File: src/sv/lrgs_pkg.sv
package lrgs_pkg;

  // Default capacity of the point memory.
  localparam int MAX_POINTS_DEF = 128;

  // Field and register widths.
  localparam int PT_W       = 16;
  localparam int STEP_W     = 24;
  localparam int CNT_W      = 10;
  localparam int CFG_IDX_W  = 8;
  localparam int CFG_DATA_W = 32;
  localparam int SUM_W      = 64;
  localparam int HALF_W     = 48;

  // Datapath widths. Grid values are index times step, below 2^34.
  localparam int T_W     = 34;
  localparam int PROD_W  = T_W + PT_W;
  localparam int A_W     = T_W + 5;
  localparam int DIFF_W  = PROD_W + 2;
  localparam int FRAC_W  = 16;
  localparam int Q_W     = DIFF_W - FRAC_W;
  localparam int ROOT_W  = 32;
  localparam int DIV_CNT_W = $clog2(SUM_W + 1);

  // Reset values of the configuration registers.
  localparam logic [STEP_W-1:0] INTERCEPT_STEP_RST  = 24'd629146;
  localparam logic [STEP_W-1:0] SLOPE_STEP_RST      = 24'd39322;
  localparam logic [CNT_W-1:0]  INTERCEPT_COUNT_RST = 10'd250;
  localparam logic [CNT_W-1:0]  SLOPE_COUNT_RST     = 10'd30;

  // Configuration register indexes.
  typedef enum logic [CFG_IDX_W-1:0] {
    REG_INTERCEPT_STEP  = 8'd0,
    REG_SLOPE_STEP      = 8'd1,
    REG_INTERCEPT_COUNT = 8'd2,
    REG_SLOPE_COUNT     = 8'd3
  } reg_idx_t;

  // Microprogram addresses.
  typedef enum logic [3:0] {
    S_IDLE    = 4'd0,
    S_INIT    = 4'd1,
    S_ROW     = 4'd2,
    S_LINE    = 4'd3,
    S_STREAM  = 4'd4,
    S_DRAIN   = 4'd5,
    S_CMP     = 4'd6,
    S_NEXTJ   = 4'd7,
    S_DIV     = 4'd8,
    S_DIVWAIT = 4'd9,
    S_OUTWAIT = 4'd10,
    S_OUT     = 4'd11
  } step_t;

  // Jump conditions. A step jumps to its target when its condition holds.
  typedef enum logic [3:0] {
    C_NEVER       = 4'd0,
    C_ALWAYS      = 4'd1,
    C_WAIT_START  = 4'd2,
    C_MORE_K      = 4'd3,
    C_PIPE_BUSY   = 4'd4,
    C_MORE_I      = 4'd5,
    C_MORE_J      = 4'd6,
    C_DIV_BUSY    = 4'd7,
    C_OUT_BLOCKED = 4'd8
  } cond_t;

  // Datapath actions of one control word.
  typedef struct packed {
    logic accept;
    logic init_grid;
    logic init_row;
    logic init_line;
    logic issue;
    logic cmp_step;
    logic next_j;
    logic div_start;
    logic out_load;
  } ctrl_t;

  typedef struct packed {
    cond_t cond;
    step_t target;
    ctrl_t act;
  } uop_t;

  // Loop status from the datapath.
  typedef struct packed {
    logic more_k;
    logic pipe_busy;
    logic more_i;
    logic more_j;
  } dp_stat_t;

  // Everything the sequencer can branch on.
  typedef struct packed {
    logic     start;
    dp_stat_t dp;
    logic     div_busy;
    logic     out_blocked;
  } status_t;

  // The microprogram.
  function automatic uop_t uop_rom(input step_t s);
    uop_t u;
    u = '0;
    case (s)
      S_IDLE: begin
        u.act.accept = 1'b1;
        u.cond       = C_WAIT_START;
        u.target     = S_IDLE;
      end
      S_INIT: begin
        u.act.init_grid = 1'b1;
      end
      S_ROW: begin
        u.act.init_row = 1'b1;
      end
      S_LINE: begin
        u.act.init_line = 1'b1;
      end
      S_STREAM: begin
        u.act.issue = 1'b1;
        u.cond      = C_MORE_K;
        u.target    = S_STREAM;
      end
      S_DRAIN: begin
        u.cond   = C_PIPE_BUSY;
        u.target = S_DRAIN;
      end
      S_CMP: begin
        u.act.cmp_step = 1'b1;
        u.cond         = C_MORE_I;
        u.target       = S_LINE;
      end
      S_NEXTJ: begin
        u.act.next_j = 1'b1;
        u.cond       = C_MORE_J;
        u.target     = S_ROW;
      end
      S_DIV: begin
        u.act.div_start = 1'b1;
      end
      S_DIVWAIT: begin
        u.cond   = C_DIV_BUSY;
        u.target = S_DIVWAIT;
      end
      S_OUTWAIT: begin
        u.cond   = C_OUT_BLOCKED;
        u.target = S_OUTWAIT;
      end
      S_OUT: begin
        u.act.out_load = 1'b1;
        u.cond         = C_ALWAYS;
        u.target       = S_IDLE;
      end
      default: begin
        u.cond   = C_ALWAYS;
        u.target = S_IDLE;
      end
    endcase
    return u;
  endfunction

endpackage

File: src/sv/lrgs_div.sv
module lrgs_div #(
  parameter int VW = 9
) (
  input  logic                       clk,
  input  logic                       rst,
  input  logic                       start,
  input  logic [lrgs_pkg::SUM_W-1:0] dividend,
  input  logic [VW-1:0]              divisor,
  output logic                       busy,
  output logic [lrgs_pkg::SUM_W-1:0] quotient
);

  // Restoring division, one quotient bit per cycle.
  logic [lrgs_pkg::DIV_CNT_W-1:0] cnt;
  logic [VW-1:0]                  rem;
  logic [VW-1:0]                  dsr;
  logic [lrgs_pkg::SUM_W-1:0]     quo;
  logic [VW:0]                    trial;
  logic [VW:0]                    trial_sub;
  logic                           ge;

  assign trial     = {rem, quo[lrgs_pkg::SUM_W-1]};
  assign ge        = trial >= {1'b0, dsr};
  assign trial_sub = trial - {1'b0, dsr};
  assign quotient  = quo;

  always_ff @(posedge clk) begin
    if (rst) begin
      busy <= 1'b0;
      cnt  <= '0;
    end else if (start) begin
      busy <= 1'b1;
      cnt  <= lrgs_pkg::DIV_CNT_W'(lrgs_pkg::SUM_W);
    end else if (busy) begin
      cnt <= cnt - 1'b1;
      if (cnt == lrgs_pkg::DIV_CNT_W'(1)) begin
        busy <= 1'b0;
      end
    end
  end

  always_ff @(posedge clk) begin
    if (start) begin
      quo <= dividend;
      rem <= '0;
      dsr <= divisor;
    end else if (busy) begin
      quo <= {quo[lrgs_pkg::SUM_W-2:0], ge};
      rem <= ge ? trial_sub[VW-1:0] : trial[VW-1:0];
    end
  end

endmodule

File: config.mk
export PLATFORM = sky130hd
export DESIGN_NAME = lrgs_div
export DESIGN_NICKNAME = d
export VERILOG_FILES = /design/src/sv/lrgs_pkg.sv /design/src/sv/lrgs_div.sv
export SDC_FILE = /design/constraint.sdc
export NUM_CORES = 1
export LEC_CHECK = 0
export BUFFER_PORTS_ARGS = -buffer_cell sky130_fd_sc_hd__buf_2
export CAP_MARGIN = 20
export CORE_UTILIZATION = 38
export DETAILED_ROUTE_END_ITERATION = 10
export PLACE_DENSITY_LB_ADDON = 0.2
export SYNTH_ARGS = -nofsm -noshare
export SYNTH_HDL_FRONTEND = slang
export SYNTH_SLANG_ARGS = --single-unit
File: constraint.sdc
create_clock -name clk -period 2.55 [get_ports clk]
set_input_delay 0.1275 -clock clk [delete_from_list [all_inputs] [get_ports clk]]
set_output_delay 0.1275 -clock clk [all_outputs]
set_load 0.02 [all_outputs]
Word level (Yosys, flattened, before mapping):

Cells that the tools add are included.

* add/subtract/negate cells: 2
* magnitude comparators: 1
* equality and inequality tests: 1
* multiplexer cells: 8
* reduce and logical (&&, ||, !) cells: 2

Operator list (count)
* two-way mux 64 bit: 2
* two-way mux 7 bit: 2
* >= comparator 10 x 9 -> 1 bit: 1
* two-way mux 9 bit: 1
* subtractor 9 bit: 1
* equality test 7 x 1 -> 1 bit (second input constant): 1
* subtractor 7 x 1 -> 7 bit (second input constant): 1
* two-way mux 1 bit: 3
* nonzero test 2 bit: 1
* OR reduction 2 bit: 1

* register bits after elaboration: 90
* output and inout port bits: 65
* logic and storage cells: 20

Logic depth before layout (Yosys ltp):

* depth in word-level cells: 4
* gate-level depth with buffers: 9
* mapped depth without buffers: 9

Least setup slack after synthesis:

No wires, ideal clock.

* kind: reg-to-reg
* start: register quo (netlist bit quotient[63])
* end: register quo (netlist bit quotient[0]) (data pin)
* arrival: 2.141 ns
* path slack: 0.149 ns
* stages on the path, launching flop included: 9
* path buffers: 0
* cell sequence: edfxtp_1 inv_1 ha_1 inv_1 fa_1 a211oi_2 o31a_1 o211ai_4 mux2_2

* word-level cells in the longest chain between the ends: 3

RTL lines
* start: declaration: RTL line lrgs_div.sv:17 `logic [lrgs_pkg::SUM_W-1:0] quo;`
* start signal: assignment: RTL line lrgs_div.sv:44 `quo <= dividend;`
* start signal: assignment: RTL line lrgs_div.sv:48 `quo <= {quo[lrgs_pkg::SUM_W-2:0], ge};`
* >= comparator 10 x 9 -> 1 bit: RTL line lrgs_div.sv:23 `assign ge = trial >= {1'b0, dsr};`
* two-way mux 64 bit: RTL line lrgs_div.sv:47 `end else if (busy) begin`
* two-way mux 64 bit: RTL line lrgs_div.sv:43 `if (start) begin`

Every way passes these cells. The select of a mux whose other input is x is not followed.
A chain may end at the register's enable or synchronous reset.

Worst setup path after layout:

* start: register quo (netlist bit quotient[63])
* end: register rem[0]

* word-level cells in the longest chain between the ends: 2
* elaborated cells on any way between the ends: 3
* those cells by class: 1 x add/sub; 1 x order compare; 1 x mux

RTL lines
* subtractor 9 bit or >= comparator 10 x 9 -> 1 bit (tied branches): RTL line lrgs_div.sv:24, lrgs_div.sv:23
* two-way mux 9 bit (*): RTL line lrgs_div.sv:49 `rem <= ge ? trial_sub[VW-1:0] : trial[VW-1:0];`
* end signal: assignment: RTL line lrgs_div.sv:49
* end: declaration: RTL line lrgs_div.sv:15 `logic [VW-1:0] rem;`

Every way passes the cells marked *; elsewhere a longest branch is shown, timed or not.

==> run metrics <==
Buffers on Ports=140; ANT nets after route=0; Leakage Power=between 2 and 2.5 nW; Final min period=2380 ps; Combinational Power Share=21.5%; kind of critical path=flop to flop; reg2reg start=quotient[63]$_DFFE_PP_; number of fill cells=974; Area Overhead vs Synth=29.3%; Post-Synth XOR/XNOR Area=2.08%; simple-gate area share of the yosys netlist=between 6 and 7%; Clk pwr share=29.7%; post-synthesis cell count=294; R2R depth=9; Slew HR=63.2%; CP top delay family=compound AO/OA/AOI/OAI gates; Critical Path End=rem[0]$_SDFFE_PP0P_; internal power=between 0.002 and 0.003 W; final WL=around 8800 um; Top Layer Used=met4; commonest non-fill, non-tap cells in the layout=139 x buf_2, 73 x edfxtp_1, 65 x mux2_2; vias in the first global route=~3000; NumNets Final=537; final hold vios=0; initial drt markers=155; P_sw=0.00107 W; Multi-input gate area=1570 um^2; most frequent CP cell=inv_1; final setup fails=0; antenna diode count=0; most common cell after layout, fill and taps aside=buf_2; Compound-Gate Fraction of Synth Area=a little over 6%; max-slew violations=0; post-synthesis adder-cell area fraction=3.75%; outcome=completed; HPWL Detailed=between 6000 and 7000 um; Syn Nets=between 300 and 400; WP data arrival=about 2700 ps; Total GRT Usage=16.2%; Reg area=2530 um^2; slowest cell delay on critical path=roughly 420 ps; share of layout cells above drive strength 1=a little over half; Synth Cell Area=4210 um^2; period utilization=93.4%; CP Max Fanout=6; Rows=38; CP Capture Type=flop; pwr dens=693 nW/um^2; Finished Core Util=50.4%; post-synthesis sequential area ratio=between 60% and 70%; DR WL met2=around 4200 um; Post-synth EDFFs=73; clk slew on worst S/H paths=90 ps; CTS max path bufs=2; synth warn=0; Seq pwr share=48.8%; Ports=141; post-synth cell types=43; Starting Density=between 30% and 40%; RSZ-0062 raised after global routing=no; RR Endpoint=rem[0]$_SDFFE_PP0P_; setup TNS=0 ps; clk_lat worst skew=370 ps; first-pass GRT wire length=~14000 um; Root Buffer Master=clkbuf_8; worst min path class=input port to flop; CTS Buf Count=9; Final Wtd Congestion=approximately 0.77; Avg WL per Cell=14.9 um; Die ar.=11500 um^2; H-tree levels=3; CP Depth=9; CP required=2820 ps; max cap viols=0; Post-synth top flop=edfxtp_1; clk sinks=90; first-pass iteration count of the detailed router=4; largest net degree at the start of global routing=86; Syn Area/Cell=around 14 um^2; Buf/Inv on CP=2; FF+latch count, synth=90; core area=10800 um^2; main combinational cell family by area after synthesis=multiplexers; grt ovf=0; CTS tree=built; Net Sw Frac=28.3%; r2r setup slk=170 ps; Die W=between 100 and 150 um; f_max=around 420 MHz; asr flop ratio synth=0%; DP Area=5110 um^2; Die Y-Extent=107 um; critical path, cell by cell=inv_1 > ha_1 > inv_1 > fa_1 > a211oi_2 > o31a_1 > o211a_2 > nand2_1 > a311oi_1; CP max-delay cell=edfxtp_1; Tightest Pin Transition=544 ps; setup bufs post-CTS=0; wl on met1=3820 um; worst vdd ir=0.369 mV; Vias/cell=4.88; Remaining DRCs=0; routed length on met3=671 um; initial antenna violation count=0; startpoint types=flop; CP startpoint=quotient[63]$_DFFE_PP_; Final Cell Area=5440 um^2; DR vias=2898; worst clock skew=10.8 ps; multiplexer area fraction after synthesis=18.8%
==> state kept, by name (all words and copies together) (netlist names) <==
register  cells
busy          1
rem           9
cnt           7
quotient     64
dsr           9
==> cell usage after synthesis (2+ instances only) <==
library cell | count | area, um^2
edfxtp_1 | 73 | 2190
mux2_2 | 65 | 732
nor2_1 | 21 | 78.8
dfxtp_1 | 17 | 340
inv_1 | 14 | 52.6
ha_1 | 11 | 138
clkbuf_1 | 9 | 33.8
a21oi_1 | 7 | 35.0
nand2_1 | 7 | 26.3
mux2i_1 | 6 | 60.1
a211oi_1 | 5 | 37.5
xnor2_1 | 5 | 43.8
xor2_1 | 5 | 43.8
buf_1 | 4 | 15.0
nand3_1 | 4 | 20.0
nor3_1 | 4 | 20.0
a311oi_1 | 3 | 26.3
nand2b_1 | 3 | 18.8
a211oi_2 | 2 | 25.0
nand3b_1 | 2 | 15.0
nor4_1 | 2 | 12.5
o211ai_1 | 2 | 15.0
o31ai_1 | 2 | 15.0
or2_2 | 2 | 12.5
==> worst min path at each step <==
stage                     slack, ps         start                endpoint  cells past startpoint
final                            60  dividend[53]  quotient[53]$_DFFE_PP_                      2
after CTS                        30  dividend[55]  quotient[55]$_DFFE_PP_                      2
after global routing             40  dividend[39]  quotient[39]$_DFFE_PP_                      2
after floorplan                 200           rst         busy$_SDFF_PP0_                      1
after global placement          300    divisor[0]        dsr[0]$_DFFE_PP_                      1
after detailed placement        310    divisor[2]        dsr[2]$_DFFE_PP_                      1
==> stage by stage <==
stage	hold slack (ps)	cells	power, W	setup slack, ps
6_report	55.0	594	0.00377	169
3_5_place_dp	308	568	0.00268	194
3_3_place_gp	304	568	0.00267	229
2_1_floorplan	200	294	0.00241	149
5_1_grt	35.5	594	0.00395	10.9
4_1_cts	29.2	594	0.00382	165
==> timing repair <==
item / CTS / global route
endpoints found under the hold margin: 11 / 0
resized for setup: 0 / 0
hold buffers: 10 / 0
==> kinds of logic after synthesis <==
group                      Yosys count
AOI/OAI and AO/OA                   31
xor gates and xnor gates            10
adders and majority gates           12
muxes                               71
and+or+nand+nor                     53
buffers and inverters               27
DFF                                 90
==> cell type report <==
type | instances | share of cell area [%]
tap | 140 | 3.22
inverter | 14 | 0.966
timing repair buffer | 157 | 16.2
clock inverter | 6 | 1.63
sequential | 90 | 46.5
clock buffer | 10 | 2.53
multi-input combinational | 177 | 28.9
==> worst register-to-register path, cell delays in order (launching register included) <==
cell      delay [ps]
edfxtp_1         420
inv_1             80
ha_1             150
inv_1             50
fa_1             410
a211oi_2         240
o31a_1           290
o211a_2          310
nand2_1           70
a311oi_1         270
==> power by group through the flow <==
| stage | Clock, W | Combinational [W] | Sequential (W) |
|---|---|---|---|
| finish | 0.00112 | 0.000811 | 0.00184 |
| global route | 0.00120 | 0.000880 | 0.00186 |
| CTS | 0.00116 | 0.000819 | 0.00184 |
| detailed placement | 0 | 0.000805 | 0.00187 |
| global placement | 0 | 0.000796 | 0.00187 |
| floorplan | 0 | 0.000402 | 0.00201 |
==> metal layers <==
layer	vias up	GRT usage (%)
li1	1417	-
met4	0	7.83
met1	1369	19.3
met2	100	26.1
met3	12	5.59
met5	-	0
Power figures use the tool's default switching activity.
