==> config.mk <==
export PLATFORM = sky130hd
export DESIGN_NAME = lrgs_seq
export DESIGN_NICKNAME = d
export VERILOG_FILES = /design/src/sv/lrgs_pkg.sv /design/src/sv/lrgs_seq.sv
export SDC_FILE = /design/constraint.sdc
export NUM_CORES = 1
export LEC_CHECK = 0
export ABC_AREA = 1
export BUFFER_PORTS_ARGS = -buffer_cell sky130_fd_sc_hd__buf_2
export CAP_MARGIN = 20
export CORE_MARGIN = 2
export CORE_UTILIZATION = 40
export CTS_CLUSTER_DIAMETER = 40
export DETAILED_ROUTE_END_ITERATION = 10
export GPL_TIMING_DRIVEN = 0
export HOLD_SLACK_MARGIN = 0.08
export PLACE_DENSITY = 0.66
export SLEW_MARGIN = 15
export SYNTH_ARGS = -nofsm -noshare
export SYNTH_HDL_FRONTEND = slang
export SYNTH_SLANG_ARGS = --single-unit
==> constraint.sdc <==
create_clock -name clk -period 1.6 [get_ports clk]
set_input_delay 0.48 -clock clk [delete_from_list [all_inputs] [get_ports clk]]
set_output_delay 0.48 -clock clk [all_outputs]
set_load 0.01 [all_outputs]
==> src/sv/lrgs_pkg.sv <==
package lrgs_pkg;

  // Default capacity of the point memory.
  localparam int MAX_POINTS_DEF = 128;

  // Field and register widths.
  localparam int PT_W       = 16;
  localparam int STEP_W     = 24;
  localparam int CNT_W      = 10;
  localparam int CFG_IDX_W  = 8;
  localparam int CFG_DATA_W = 32;
  localparam int SUM_W      = 64;
  localparam int HALF_W     = 48;

  // Datapath widths. Grid values are index times step, below 2^34.
  localparam int T_W     = 34;
  localparam int PROD_W  = T_W + PT_W;
  localparam int A_W     = T_W + 5;
  localparam int DIFF_W  = PROD_W + 2;
  localparam int FRAC_W  = 16;
  localparam int Q_W     = DIFF_W - FRAC_W;
  localparam int ROOT_W  = 32;
  localparam int DIV_CNT_W = $clog2(SUM_W + 1);

  // Reset values of the configuration registers.
  localparam logic [STEP_W-1:0] INTERCEPT_STEP_RST  = 24'd629146;
  localparam logic [STEP_W-1:0] SLOPE_STEP_RST      = 24'd39322;
  localparam logic [CNT_W-1:0]  INTERCEPT_COUNT_RST = 10'd250;
  localparam logic [CNT_W-1:0]  SLOPE_COUNT_RST     = 10'd30;

  // Configuration register indexes.
  typedef enum logic [CFG_IDX_W-1:0] {
    REG_INTERCEPT_STEP  = 8'd0,
    REG_SLOPE_STEP      = 8'd1,
    REG_INTERCEPT_COUNT = 8'd2,
    REG_SLOPE_COUNT     = 8'd3
  } reg_idx_t;

  // Microprogram addresses.
  typedef enum logic [3:0] {
    S_IDLE    = 4'd0,
    S_INIT    = 4'd1,
    S_ROW     = 4'd2,
    S_LINE    = 4'd3,
    S_STREAM  = 4'd4,
    S_DRAIN   = 4'd5,
    S_CMP     = 4'd6,
    S_NEXTJ   = 4'd7,
    S_DIV     = 4'd8,
    S_DIVWAIT = 4'd9,
    S_OUTWAIT = 4'd10,
    S_OUT     = 4'd11
  } step_t;

  // Jump conditions. A step jumps to its target when its condition holds.
  typedef enum logic [3:0] {
    C_NEVER       = 4'd0,
    C_ALWAYS      = 4'd1,
    C_WAIT_START  = 4'd2,
    C_MORE_K      = 4'd3,
    C_PIPE_BUSY   = 4'd4,
    C_MORE_I      = 4'd5,
    C_MORE_J      = 4'd6,
    C_DIV_BUSY    = 4'd7,
    C_OUT_BLOCKED = 4'd8
  } cond_t;

  // Datapath actions of one control word.
  typedef struct packed {
    logic accept;
    logic init_grid;
    logic init_row;
    logic init_line;
    logic issue;
    logic cmp_step;
    logic next_j;
    logic div_start;
    logic out_load;
  } ctrl_t;

  typedef struct packed {
    cond_t cond;
    step_t target;
    ctrl_t act;
  } uop_t;

  // Loop status from the datapath.
  typedef struct packed {
    logic more_k;
    logic pipe_busy;
    logic more_i;
    logic more_j;
  } dp_stat_t;

  // Everything the sequencer can branch on.
  typedef struct packed {
    logic     start;
    dp_stat_t dp;
    logic     div_busy;
    logic     out_blocked;
  } status_t;

  // The microprogram.
  function automatic uop_t uop_rom(input step_t s);
    uop_t u;
    u = '0;
    case (s)
      S_IDLE: begin
        u.act.accept = 1'b1;
        u.cond       = C_WAIT_START;
        u.target     = S_IDLE;
      end
      S_INIT: begin
        u.act.init_grid = 1'b1;
      end
      S_ROW: begin
        u.act.init_row = 1'b1;
      end
      S_LINE: begin
        u.act.init_line = 1'b1;
      end
      S_STREAM: begin
        u.act.issue = 1'b1;
        u.cond      = C_MORE_K;
        u.target    = S_STREAM;
      end
      S_DRAIN: begin
        u.cond   = C_PIPE_BUSY;
        u.target = S_DRAIN;
      end
      S_CMP: begin
        u.act.cmp_step = 1'b1;
        u.cond         = C_MORE_I;
        u.target       = S_LINE;
      end
      S_NEXTJ: begin
        u.act.next_j = 1'b1;
        u.cond       = C_MORE_J;
        u.target     = S_ROW;
      end
      S_DIV: begin
        u.act.div_start = 1'b1;
      end
      S_DIVWAIT: begin
        u.cond   = C_DIV_BUSY;
        u.target = S_DIVWAIT;
      end
      S_OUTWAIT: begin
        u.cond   = C_OUT_BLOCKED;
        u.target = S_OUTWAIT;
      end
      S_OUT: begin
        u.act.out_load = 1'b1;
        u.cond         = C_ALWAYS;
        u.target       = S_IDLE;
      end
      default: begin
        u.cond   = C_ALWAYS;
        u.target = S_IDLE;
      end
    endcase
    return u;
  endfunction

endpackage

==> src/sv/lrgs_seq.sv <==
module lrgs_seq (
  input  logic              clk,
  input  logic              rst,
  input  lrgs_pkg::status_t status,
  output lrgs_pkg::ctrl_t   ctrl
);

  lrgs_pkg::step_t step;
  lrgs_pkg::step_t step_next;
  lrgs_pkg::uop_t  uop;
  logic            take;

  assign uop  = lrgs_pkg::uop_rom(step);
  assign ctrl = uop.act;

  always_comb begin
    case (uop.cond)
      lrgs_pkg::C_NEVER:       take = 1'b0;
      lrgs_pkg::C_ALWAYS:      take = 1'b1;
      lrgs_pkg::C_WAIT_START:  take = !status.start;
      lrgs_pkg::C_MORE_K:      take = status.dp.more_k;
      lrgs_pkg::C_PIPE_BUSY:   take = status.dp.pipe_busy;
      lrgs_pkg::C_MORE_I:      take = status.dp.more_i;
      lrgs_pkg::C_MORE_J:      take = status.dp.more_j;
      lrgs_pkg::C_DIV_BUSY:    take = status.div_busy;
      lrgs_pkg::C_OUT_BLOCKED: take = status.out_blocked;
      default:                 take = 1'b1;
    endcase
    step_next = take ? uop.target : lrgs_pkg::step_t'(step + 4'd1);
  end

  always_ff @(posedge clk) begin
    if (rst) begin
      step <= lrgs_pkg::S_IDLE;
    end else begin
      step <= step_next;
    end
  end

endmodule

Yosys cells after proc, flatten, opt, wreduce, memory -nomap -nowiden. Cells that the tools add are included.

Add/sub/neg operators: 1. Equal/unequal tests: 18. Multiplexer cells: 12. Reductions and logical operators: 4.

Operators with widths (number): 8-bit case mux with 8 select lines (1); 4-bit by 3-bit equality test with 1-bit output (second input constant) (8); 4-bit equality test (second input constant) (5); 4-bit by 2-bit equality test with 1-bit output (second input constant) (4); 1-bit 2-to-1 mux (9); 4-bit logical NOT (2); 1-bit case mux with 8 select lines (1); 4-bit by 1-bit adder with 4-bit output (second input constant) (1); 4-bit by 1-bit equality test with 1-bit output (second input constant) (1); 4-bit 2-to-1 mux (1); 4-bit OR reduction (1); 1-bit logical NOT (1).

Register bits: 4. Input bits: 9. Output and inout bits: 9. Word-level logic and storage cells: 36.

Logic depth before layout (Yosys ltp). Gate-level depths: netlist of run 1.

Depth after elaboration: 6. Depth in mapped cells: 13.

Worst setup path after synthesis of run 1. OpenSTA, ideal clock, no wires.

Path kind: register to register. Start point: register step[1]. End point: register step[2]. Arrival time: 1482 ps. Slack: 4 ps. Stages on the path, launching flop included: 11. Clock period less this slack: 1596 ps. Path through: dfxtp_1 > inv_1 > ha_1 > nand3_1 > nand2_2 > nor2_4 > nand3_2 > a21oi_4 > nand3_4 > nor2_1 > nor2_2.

Word-level cells in the longest chain between the ends: 6.

Ends and longest elaborated chain: start: declaration (line lrgs_seq.sv:8) `lrgs_pkg::step_t step;`; start signal: assignment (line lrgs_seq.sv:34) `step <= lrgs_pkg::S_IDLE;`; start signal: assignment (line lrgs_seq.sv:36) `step <= step_next;`; 4-bit equality test, or another cell as far along (line lrgs_pkg.sv:107) `case (s)`; 4-bit OR reduction (no source line); 8-bit case mux with 8 select lines (line lrgs_pkg.sv:107); 4-bit equality test, or another cell as far along (line lrgs_seq.sv:17) `case (uop.cond)`; 1-bit case mux with 8 select lines (line lrgs_seq.sv:17); 4-bit 2-to-1 mux (*) (line lrgs_seq.sv:29) `step_next = take ? uop.target : lrgs_pkg::step_t'(step + 4'd1);`.

Every way passes the cells marked *; elsewhere a longest branch is shown, timed or not. A chain may end at the register's enable or synchronous reset.

Worst setup path in the final report of run 1.
Start point: register step[1]. End point: register step[1].

The elaborated chain is that of the path after synthesis.

==> metrics.txt, run 1 <==
status finished with violations; failing checks negative setup slack; top-area cell type share of the netlist area 12.0%; CP max-delay cell dfxtp_4; RSZ-0062 raised after global routing yes; max FFs per register 4; Post-synth EDFFs 0; # DRC 0; CTS root buffer clkbuf_4; DP Wirelength 1110 um; die width ~45 um; Lkg Pwr 0.513 nW; routed length per instance ~12 um; final worst slack -0.0962 ns; core area around 1500 um2; crit start category flip-flop; Mean Syn Cell Area 6.72 um2; highest ir drop seen on vdd 1.10 mV; Top delay family on crit path simple AND/OR/NAND/NOR gates; H-Tree Depth 1; Int Pwr approximately 0.84 mW; Worst-Skew Late Latency 0.23 ns; initial core utilization 43.2%; clock-pin slew on the worst setup and hold paths 0.04 ns; Clk pwr share 6.7%; Detailed Route Iter0 Violations 2; I/O Pins 18; Cell Pwr Density ~1800 nW/um2; Post-Syn Area 666 um2; synthesis-to-finish area growth 49.8%; cts hold-fix bufs 0; Synth async-reset ratio 0%; placed cell area 771 um2; Die ar. 2010 um2; Sw Share 54.1%; fmax about 600 MHz; Post-Syn Instances a little under 100; Sequential Power Share between 10 and 15%; # rows 14; Ys Warns 0; area of the multi-input gates 616 um2; Reg with most FFs step; TritonCTS buffer count 3; Ant. Diodes 0; GP Congestion 0.751; Total GRT Usage between 15 and 20%; grt ovf 0; Rel. slew slack approximately 83%; NetSw 0.994 mW; Final setup viols 8; Fin. Hold Viols 0; vias per cell roughly 5.0; final instance area 997 um2; top flop regs step (4); Pins Over Slew Limit 0; synthesized net count 112; max capacitance violation total 0; first-pass GRT wire length 2530 um; ys flop type dfxtp_1; crit path kind reg -> reg; final worst path period need 1.70 ns; Place WS -0.200 ns; pin count of the biggest net entering global routing 10; Tightest Pin Transition approximately 0.26 ns; drt total wl 1700 um; setup TNS -0.421 ns; Setup crit end kind flip-flop; Chip Height 44.8 um; input/output buffers 17; Sink Count 4; most frequent CP cell nand3_4; vias post-DR 704; CTS tree yes; sequential element share of the synthesized area between 10% and 20%; CP max FO 7; number of global-route vias before repair about 640; Critical Path RT 1.76 ns; Max Buffers Root-to-Sink 2; filler cell count 136; Seq. cell area between 80 and 90 um2; router iterations before antenna repair 4; distinct cell type count after synthesis 25; ratio of cells with drive above 1 in the final layout 58.9%; leading area contributor after synthesis dfxtp_1; #FFs+latches synth 4; Worst Skew 0.000678 ns; nets 139; worst path arrival time 1.86 ns; crit path cell chain inv_4 -> ha_4 -> nand3_4 -> nand2_4 -> inv_4 -> nand2_4 -> nor2_1 -> nand2_1 -> nand3_4 -> nand3_4 -> nand2_1 -> inv_1 -> nor2_1; Max stage delay on crit path 0.39 ns; initial antenna violation count 0; Hold/Removal Path Class in -> reg; Buf+Inv Stages, Crit Path 3; top cells by area, synth dfxtp_1, nand2_1, inv_1, nand3_4, ha_1; period utilization 106%; Comb pwr share 82.5%; Detail Route Antenna Nets 0
==> cell type report <==
cell class | instances | share of cell area (%)
Tap cell | 16 | 2.01
Multi-Input combinational cell | 72 | 61.7
Inverter | 21 | 9.41
Sequential cell | 4 | 8.78
Clock buffer | 3 | 2.26
Timing Repair Buffer | 22 | 13.6
Buffer | 2 | 2.26
==> cell usage in the layout, fill, tap and decap left out, types with 2 or more instances in the layout <==
| cell | instances |
|---|---|
| nand3_1 | 3 |
| nand2_2 | 7 |
| nand2_1 | 13 |
| buf_6 | 4 |
| nand4_1 | 3 |
| inv_4 | 4 |
| ha_4 | 4 |
| nand2_4 | 5 |
| clkbuf_4 | 3 |
| nand3_4 | 6 |
| xor2_1 | 2 |
| inv_2 | 2 |
| nand3_2 | 5 |
| nor2_2 | 4 |
| o21ai_0 | 3 |
| inv_1 | 14 |
| dfxtp_1 | 2 |
| buf_2 | 15 |
| nor2_4 | 3 |
| buf_4 | 5 |
| dfxtp_4 | 2 |
| nor2_1 | 8 |
==> power by group through the flow <==
stage                     combinational, mW  sequential [mW]  clock [mW]
final                                  1.52            0.199       0.122
after global routing                   1.69            0.203       0.131
after CTS                              1.26            0.197       0.130
after detailed placement               1.13            0.164           0
after global placement                 1.11            0.162           0
after floorplan                       0.930            0.158           0
==> repair_timing <==
action	CTS	global route
setup endpoints to repair	13	13
pin swaps	7	17
resized for setup	24	18
setup buffers	1	4
==> path summary, 6_finish.rpt <==
check / from / endpoint / slack (ns) / depth (start not counted)
worst min register to register: step[0]$_SDFF_PP0_ / step[0]$_SDFF_PP0_ / 0.72 / 4
worst min-delay path: rst / step[3]$_SDFF_PP0_ / 0.42 / 2
worst max register to register: step[1]$_SDFF_PP0_ / step[1]$_SDFF_PP0_ / -0.1 / 13
worst max-delay path: step[1]$_SDFF_PP0_ / step[1]$_SDFF_PP0_ / -0.1 / 13
==> cell families (layout without fill, tap and decap cells) <==
logic type,count (synthesis),after routing,synth area share (%)
and+or+nand+nor,60,60,55.1
buffers and inverters,23,48,16.4
AOI/OAI and AO/OA,6,6,6.39
adders and majority gates,4,4,7.52
DFF,4,4,12.0
xor gates and xnor gates,2,2,2.63
==> metrics by stage <==
| stage | cells | util (%) | power (mW) | hold slack (ns) |
|---|---|---|---|---|
| final | 140 | 64.7 | 1.84 | 0.419 |
| after global placement | 132 | 50.0 | 1.28 | 0.589 |
| after floorplan | 99 | - | 1.09 | 0.547 |
| after CTS | 136 | 58.0 | 1.58 | 0.408 |
| after detailed placement | 132 | 50.0 | 1.29 | 0.609 |
| after global routing | 140 | 64.7 | 2.03 | 0.424 |
==> layer usage <==
layer / up-vias / GRT usage (%) / routed length (um)
met5: - / 0 / 0
met4: 0 / 8.82 / 23
met3: 2 / 2.40 / 29
met2: 11 / 33.3 / 927
met1: 328 / 18.2 / 714
li1: 363 / - / -
==> worst reg2reg max path, delay by kind of cell (launching register included) <==
family | cells | cell delay (ns)
flops | 1 | 0.39
simple gates | 9 | 0.89
fa+ha+maj | 1 | 0.18
buf+inv | 3 | 0.17
==> Yosys cell counts (2+ instances only) <==
cell type / number
nand2_1: 20
inv_1: 18
nor2_1: 10
nand3_1: 6
nand3_2: 5
dfxtp_1: 4
ha_1: 4
nand2_2: 4
nand3_4: 3
nand4_1: 3
nor2_4: 3
o21ai_0: 3
buf_6: 2
nor2_2: 2
xor2_1: 2
Power figures use the tool's default switching activity.
==> run 2, diff against run 1 <==
--- a/config.mk
+++ b/config.mk
@@ -10,6 +10,7 @@
 export CAP_MARGIN = 20
 export CORE_MARGIN = 2
 export CORE_UTILIZATION = 40
+export CTS_BUF_LIST = sky130_fd_sc_hd__clkbuf_8
 export CTS_CLUSTER_DIAMETER = 40
 export DETAILED_ROUTE_END_ITERATION = 10
 export GPL_TIMING_DRIVEN = 0
==> metrics.txt, run 2 (synthesis gave the netlist of run 1 again) <==
grt ovf 0; Sequential Power Share 10.3%; GRT busiest layer met2; NetSw 1.01 mW; met1 global-route usage 20.0%; die width about 45 um; Max Buffers Root-to-Sink 2; Crit. Startpoint step[0]$_SDFF_PP0_; filler cell count 130; top flop regs step (4); period utilization 102%; most frequent cells in the layout buf_2, inv_1, nand2_1; Detail Route Antenna Nets 0; TritonCTS buffer count 3; # DRC 0; worst r2r src step[0]$_SDFF_PP0_; initial antenna violation count 0; HP Start rst; number of global-route vias before repair 630; Ant. Diodes 0; final worst path period need 1.64 ns; max FFs per register 4; Cell Pwr Density 1910 nW/um2; initial core utilization 43.2%; GR Util met2 32.8%; final core utilization 65.8%; CP max FO 6; Lkg Pwr 0.523 nW; routed length per instance 11.8 um; Rel. slew slack a little over four fifths; Sw Share 52.2%; # rows 14; CTS root buffer clkbuf_8; RSZ-0062 raised after global routing yes; pin count of the biggest net entering global routing 10; first-pass GRT wire length 2590 um; DP Wirelength between 1000 and 1500 um; Critical Path RT 1.75 ns; core area 1540 um2; Comb pwr share 78.8%; vias per cell about 5.0; Fin. Hold Viols 0; router iterations before antenna repair 4; Final setup viols 7; Hold/Removal Path Class in -> reg; H-Tree Depth 1; synthesis-to-finish area growth 52.4%; I/O Pins 18; clock-pin slew on the worst setup and hold paths roughly 0.03 ns; input/output buffers 17; Clk pwr share 11.0%; Sink Count 4; Total GRT Usage 18.1%; status finished with violations; Pins Over Slew Limit 0; Detailed Route Iter0 Violations 1; highest ir drop seen on vdd around 1.3 mV; PnR Total Power 1.94 mW; Setup crit end kind flip-flop; drt total wl around 1700 um; Reg with most FFs step; final worst slack -0.0369 ns; fmax 611 MHz; crit start category flip-flop; Tightest Pin Transition 0.247 ns; most common library cell in the layout ignoring fill and taps buf_2; setup TNS -0.168 ns; Int Pwr 0.926 mW; ratio of cells with drive above 1 in the final layout between 50% and 60%; Die ar. approximately 2000 um2; nets 139; CTS tree yes; GP Congestion 0.751; placed cell area slightly below 800 um2; Worst Skew 0.00244 ns; crit path kind reg -> reg; final instance area roughly 1000 um2; met3 Track Usage GR 2.40%; vias post-DR approximately 700; Worst-Skew Late Latency approximately 0.22 ns; Chip Height 44.8 um; failing checks negative setup slack; worst path arrival time 1.78 ns; max capacitance violation total 0
## run 2: cell types whose count changed in the layout (fill, tap and decap cells not counted)
cell      delta
nand3_2      -1
o21ai_0      -1
buf_2        +1
clkbuf_8     +3
clkbuf_4     -3
inv_2        -1
nand3_4      +1
buf_6        -1
nand2_1      +1
nand2_2      -1
inv_1        +1
o21ai_1      +1
## run 2: worst paths after layout
| kind | end | slack [ns] | cells after the start |
|---|---|---|---|
| setup / recovery | step[1]$_SDFF_PP0_ | -0.04 | 11 |
| hold / removal | step[3]$_SDFF_PP0_ | 0.43 | 2 |
| setup reg to reg | step[1]$_SDFF_PP0_ | -0.04 | 11 |
| hold reg to reg | step[0]$_SDFF_PP0_ | 0.73 | 4 |
## run 2: timing repair
item,4_1_cts,5_1_grt
setup endpoints to repair,13,13
buffers inserted,1,4
pin swaps,10,16
gates resized for setup,24,17
hold buffers,0,0
cloned,0,0
## run 2: layer usage
metal	share of wire (%)	wire length [um]
met1	43	704
met4	1.9	31
met5	0	0
met3	3.1	52
met2	52	862
## run 2: cell type report
type	count	area [um2]	share of cell area (%)
Timing Repair Buffer	22	129	12.7
Multi-Input combinational cell	72	621	61.2
Tap cell	16	20.0	1.97
Inverter	21	93.8	9.25
Sequential cell	4	87.6	8.63
Clock buffer	3	41.3	4.07
Buffer	2	22.5	2.22
## run 2: power groups by stage
| stage | combinational (mW) | sequential, mW | clock, mW |
|---|---|---|---|
| after floorplan | 0.930 | 0.158 | 0 |
| after global placement | 1.11 | 0.162 | 0 |
| after detailed placement | 1.13 | 0.164 | 0 |
| after CTS | 1.28 | 0.197 | 0.218 |
| after global routing | 1.70 | 0.204 | 0.229 |
| final | 1.53 | 0.199 | 0.213 |
## run 2: critical path, cell delays in order (launching register included)
cell and delay [ns]:
dfxtp_4 0.39, inv_4 0.06, ha_4 0.18, nand3_4 0.09
nand2_4 0.07, nor2_4 0.14, nand3_2 0.10, a21oi_4 0.19
nand3_4 0.13, nand2_1 0.08, inv_1 0.04, nor2_1 0.09
## run 2: through the flow
step | cells | setup WS, ns | hold WS, ns
after global routing | 140 | -0.162 | 0.437
after detailed placement | 132 | -0.200 | 0.609
final | 140 | -0.0369 | 0.431
after CTS | 136 | -0.0201 | 0.430
after global placement | 132 | -0.153 | 0.589
after floorplan | 99 | 0.00365 | 0.547
